--- src/rorb_pkg.sv ---
package rorb_pkg;

  localparam int DEF_COMPONENT_BITS = 16;
  localparam int FIELD_W            = 48;
  localparam int N_IN_FIELDS        = 7;
  localparam int THR_W              = 14;
  localparam logic [THR_W-1:0] THR_RESET = 14'd16;
  localparam int DIR_SHIFT          = 14;  // threshold Q1.14 -> Q.28
  localparam int HALF_SHIFT         = 14;  // half size Q.8 -> Q.22
  localparam int QBITS              = 32;  // Q16.16 distance
  localparam int INT_BITS           = 10;  // quotient integer bits before saturation
  localparam int OUT_TDATA_W        = 40;

  // per-axis flags that ride along with the divider
  typedef struct packed {
    logic par;     // direction projection within threshold
    logic pmiss;   // parallel slab does not contain origin
    logic neg_lo;  // sign of (p - h) / d
    logic neg_hi;  // sign of (p + h) / d
  } axis_ctx_t;

endpackage

--- src/rorb_div.sv ---
// Pipelined restoring divider, one quotient bit per stage.
// quo = min(floor(num * 2^22 / den), 2^32 - 1)
module rorb_div import rorb_pkg::*; #(
  parameter int NW = 36,
  parameter int DW = 34
) (
  input  logic             clk_i,
  input  logic             en_i,
  input  logic [NW-1:0]    num_i,
  input  logic [DW-1:0]    den_i,
  output logic [QBITS-1:0] quo_o
);

  localparam int CW = (NW > DW + INT_BITS) ? NW : DW + INT_BITS;

  logic [DW-1:0]       r_q   [QBITS+1];
  logic [DW-1:0]       den_q [QBITS+1];
  logic [QBITS-1:0]    q_q   [QBITS+1];
  logic [INT_BITS-1:0] x_q   [QBITS+1];
  logic                ovf_q [QBITS+1];

  logic [DW-1:0]       r_nx [QBITS];
  logic [QBITS-1:0]    q_nx [QBITS];
  logic [INT_BITS-1:0] x_nx [QBITS];

  logic ovf_in;
  assign ovf_in = CW'(num_i) >= (CW'(den_i) << INT_BITS);

  for (genvar k = 0; k < QBITS; k++) begin : g_step
    logic [DW:0] rs;
    logic [DW:0] diff;
    logic        take;
    assign rs      = {r_q[k], x_q[k][INT_BITS-1]};
    assign diff    = rs - {1'b0, den_q[k]};
    assign take    = !diff[DW];
    assign r_nx[k] = take ? diff[DW-1:0] : rs[DW-1:0];
    assign q_nx[k] = {q_q[k][QBITS-2:0], take};
    assign x_nx[k] = x_q[k] << 1;
  end

  always_ff @(posedge clk_i) begin
    if (en_i) begin
      r_q[0]   <= DW'(num_i >> INT_BITS);
      den_q[0] <= den_i;
      q_q[0]   <= '0;
      x_q[0]   <= num_i[INT_BITS-1:0];
      ovf_q[0] <= ovf_in;
      for (int k = 0; k < QBITS; k++) begin
        r_q[k+1]   <= r_nx[k];
        den_q[k+1] <= den_q[k];
        q_q[k+1]   <= q_nx[k];
        x_q[k+1]   <= x_nx[k];
        ovf_q[k+1] <= ovf_q[k];
      end
    end
  end

  assign quo_o = ovf_q[QBITS] ? '1 : q_q[QBITS];

endmodule

--- config.mk ---
export PLATFORM = sky130hd
export DESIGN_NAME = rorb_div
export DESIGN_NICKNAME = d
export VERILOG_FILES = /design/src/rorb_pkg.sv /design/src/rorb_div.sv
export SDC_FILE = /design/constraint.sdc
export NUM_CORES = 2
export LEC_CHECK = 0
export ABC_CLOCK_PERIOD_IN_PS = 5200
export BUFFER_PORTS_ARGS = -buffer_cell sky130_fd_sc_hd__buf_2
export CORE_MARGIN = 5
export CORE_UTILIZATION = 28
export DETAILED_ROUTE_END_ITERATION = 8
export PLACE_DENSITY_LB_ADDON = 0.15
export SETUP_SLACK_MARGIN = 0.02
export SLEW_MARGIN = 20
export SYNTH_ARGS = -nofsm -noshare
export SYNTH_HDL_FRONTEND = slang
export SYNTH_SLANG_ARGS = --single-unit
export TNS_END_PERCENT = 10
--- constraint.sdc ---
create_clock -name clk_i -period 5.2 [get_ports clk_i]
set_clock_uncertainty 0.1 [all_clocks]
set_input_delay 0 -clock clk_i [delete_from_list [all_inputs] [get_ports clk_i]]
set_output_delay 0 -clock clk_i [all_outputs]
set_load 0.005 [all_outputs]
==> results.txt <==
post-route worst setup slack: 0.226 ns
CTS H-tree lvls: 5
Setup crit start kind: register
WS Path Type: reg -> reg
Die Y: 748 um
CTS Root Cell: clkbuf_16
Unique masters post-synth: 96
DP HPWL: 251000 um
met2 WL post-DR: 187000 um
reg-to-reg slack, setup: 0.23 ns
top-area cell type share of the netlist area: 0.548
share of cells above drive strength 1: 0.0690
transition time at the pin with the least slew margin: 1.29 ns
multi-input logic area: 63000 sq um
first-pass GRT wire length: 531000 um
max_cap viols: 0
Die X: 748 um
Critical Path RT: 5.76 ns
grt ovf: 0
final critical-path share of the clock period: 0.957
Max clock buf depth: 4
status: completed
fill count: 54300
Mapped Area: 152000 sq um
Initial DRC Count: 3833
wl on met1: 122000 um
clock latency on the worst-skew pair: 0.96 ns
flops & latches, synth: 2784
most common cell in the netlist: edfxtp_1
total clock sinks: 2784
setup TNS: 0 ns
crit path time final: 4.97 ns
Worst Reg-to-Reg Cells: 16
core area: 544000 sq um
Syn Area/Cell: 12.2 sq um
Total Nets Final: 14200
Ports: 104
final WL: 335000 um
sequential element share of the synthesized area: 0.548
# port buffers: 103
area post-placement: 163000 sq um
Post-synth EDFFs: 2784
clock buffer count from CTS: 346
Top Layer Used: met4
die area: 559000 sq um
post-detailed-route wirelength per cell: 16.3 um
Setup WS pre-CTS: 0.117 ns
Antenna Nets Post-Route: 0
Finished Cell Area: 175000 sq um
Final Setup Violations: 0
postcts setup bufs: 0
vias in the first global route: 99500
hold path depth: 5
PnR Total Power: 112 mW
initial antenna violation count: 3
Worst Path Arrival: 5.54 ns
top cells by instance count after synthesis: edfxtp_1 (2784), inv_1 (1344), ha_1 (1085), a21oi_1 (956), mux2_1 (744)
Area Overhead vs Synth: 15.1%
worst hold margin: 0.106 ns
DRC Markers: 0
Reg clk slew, reported paths: 0.06 ns
post-CTS resize count: 0
Register Area: 83600 sq um
maximum VDD drop: 0.000347 V
vias per cell: 4.57
Fin. Hold Viols: 0
Rows: 271
RSZ-0062 raised after global routing: no
CTS tree: done
Tot GR Track Use: 0.117
YS warnings: 0
leakage: 70.8 nW
Slew HR: 0.143
dominant cell type by area after synthesis: edfxtp_1
Detailed Routing Iterations Pass 1: 5
Max Fclk: 201 MHz
wire length on met3: 8700 um
Power Dens Cells: 639 nW/um^2
Post-Synthesis Cells: 12500
top cells by area, synth: edfxtp_1 (55%), ha_1 (8.9%), mux2_1 (5.5%)
Most used DFF post-synth: edfxtp_1
Slew Limit Fails: 0
fraction of registers with async set/reset: 0
starting density of the core: 0.280
Hold WC Path Type: in -> reg
GP Congestion: 0.827
Setup crit end kind: register
largest net degree at the start of global routing: 187
via count: 93800
crit path max fanout: 33
-- path summary, 6_finish.rpt --
| kind | end | start |
|---|---|---|
| max | r_q[0][134]$_DFFE_PP_ | den_q[0][68]$_DFFE_PP_ |
| min | ovf_q[0][0]$_DFFE_PP_ | num_i[33] |
| max reg2reg | r_q[0][134]$_DFFE_PP_ | den_q[0][68]$_DFFE_PP_ |
| min reg2reg | den_q[0][529]$_DFFE_PP_ | den_q[0][495]$_DFFE_PP_ |
-- worst max-delay path, cell delays in order, from the launching register on --
cell,delay [ns]
edfxtp_1,0.39
ha_1,0.22
fa_1,0.40
nand2b_1,0.19
a211oi_1,0.39
o21bai_1,0.21
a31oi_1,0.21
buf_4,0.18
a31oi_1,0.17
o21ai_1,0.29
a21oi_1,0.17
a311o_1,0.34
nor2_1,0.57
buf_4,0.25
inv_2,0.04
buf_12,0.16
mux2_1,0.35
-- per-stage QoR --
stage | util | cells
2_1_floorplan | - | 12500
3_3_place_gp | 0.300 | 19800
3_5_place_dp | 0.300 | 19800
4_1_cts | 0.323 | 20500
5_1_grt | 0.323 | 20500
6_report | 0.323 | 20500
-- final cells by class --
type,instances,share of cell area
Clock inverter,200,0.0121
Inverter,1352,0.0289
Multi-Input combinational cell,8163,0.359
Clock buffer,416,0.0508
Antenna cell,5,0.0000713
Timing Repair Buffer,390,0.0206
Tap cell,7234,0.0516
Sequential cell,2784,0.477
-- metal layers --
| layer | GRT usage | up-vias |
|---|---|---|
| met5 | 0 | - |
| li1 | - | 47400 |
| met2 | 0.239 | 1118 |
| met3 | 0.0145 | 793 |
| met1 | 0.114 | 44500 |
| met4 | 0.0534 | 0 |
-- state kept, by name, indices dropped and copies added (netlist names) --
| signal | cells |
|---|---|
| den_q | 1088 |
| x_q | 55 |
| r_q | 1080 |
| ovf_q | 33 |
| q_q | 528 |
-- cell families (layout without fill, tap and decap cells) --
kind of cell,Yosys count,count (layout),share of synthesized area
DFF,2784,2784,0.548
muxes,898,898,0.0657
AOI/OAI and AO/OA,3143,3143,0.133
xor gates and xnor gates,897,897,0.0519
adders and majority gates,1116,1116,0.0931
other,1,8,0.0000246
buffers and inverters,1588,2358,0.0399
and+or+nand+nor,2106,2106,0.0675
-- report_power, final --
group | switching (mW) | internal, mW | leakage (nW)
Combinational | 28.0 | 23.8 | 38.2
Sequential | 3.09 | 33.6 | 27.3
Clock | 9.82 | 13.7 | 5.35
-- cell usage in the layout, fill, tap and decap left out, types with 78 or more instances in the layout --
| cell type | synthesis | routed |
|---|---|---|
| and3_1 | 129 | 129 |
| nor2b_1 | 156 | 156 |
| o21bai_1 | 112 | 112 |
| buf_2 | 54 | 102 |
| a31oi_1 | 101 | 101 |
| nand3_1 | 157 | 157 |
| xnor2_1 | 580 | 566 |
| buf_4 | 16 | 101 |
| clkinv_1 | 0 | 82 |
| edfxtp_1 | 2784 | 2784 |
| nand2b_1 | 118 | 118 |
| xor2_1 | 312 | 306 |
| ha_1 | 1085 | 1085 |
| o21a_1 | 137 | 137 |
| mux2i_1 | 78 | 78 |
| o21ai_0 | 372 | 372 |
| inv_1 | 1344 | 1344 |
| a211oi_1 | 90 | 90 |
| a21o_1 | 669 | 669 |
| nor2_1 | 486 | 486 |
| dlygate4sd3_1 | 0 | 141 |
| o21ai_1 | 174 | 174 |
| clkbuf_16 | 0 | 346 |
| mux2_1 | 744 | 744 |
| nand2_1 | 610 | 610 |
| a21oi_1 | 956 | 956 |
| nor3_1 | 94 | 94 |
| and2_1 | 89 | 89 |
-- timing repair --
item | 4_1_cts | 5_1_grt
endpoints found under the hold margin | 1110 | 0
setup endpoints to repair | 0 | 0
hold buffers | 141 | 0
(Power assumes the default switching activity.)
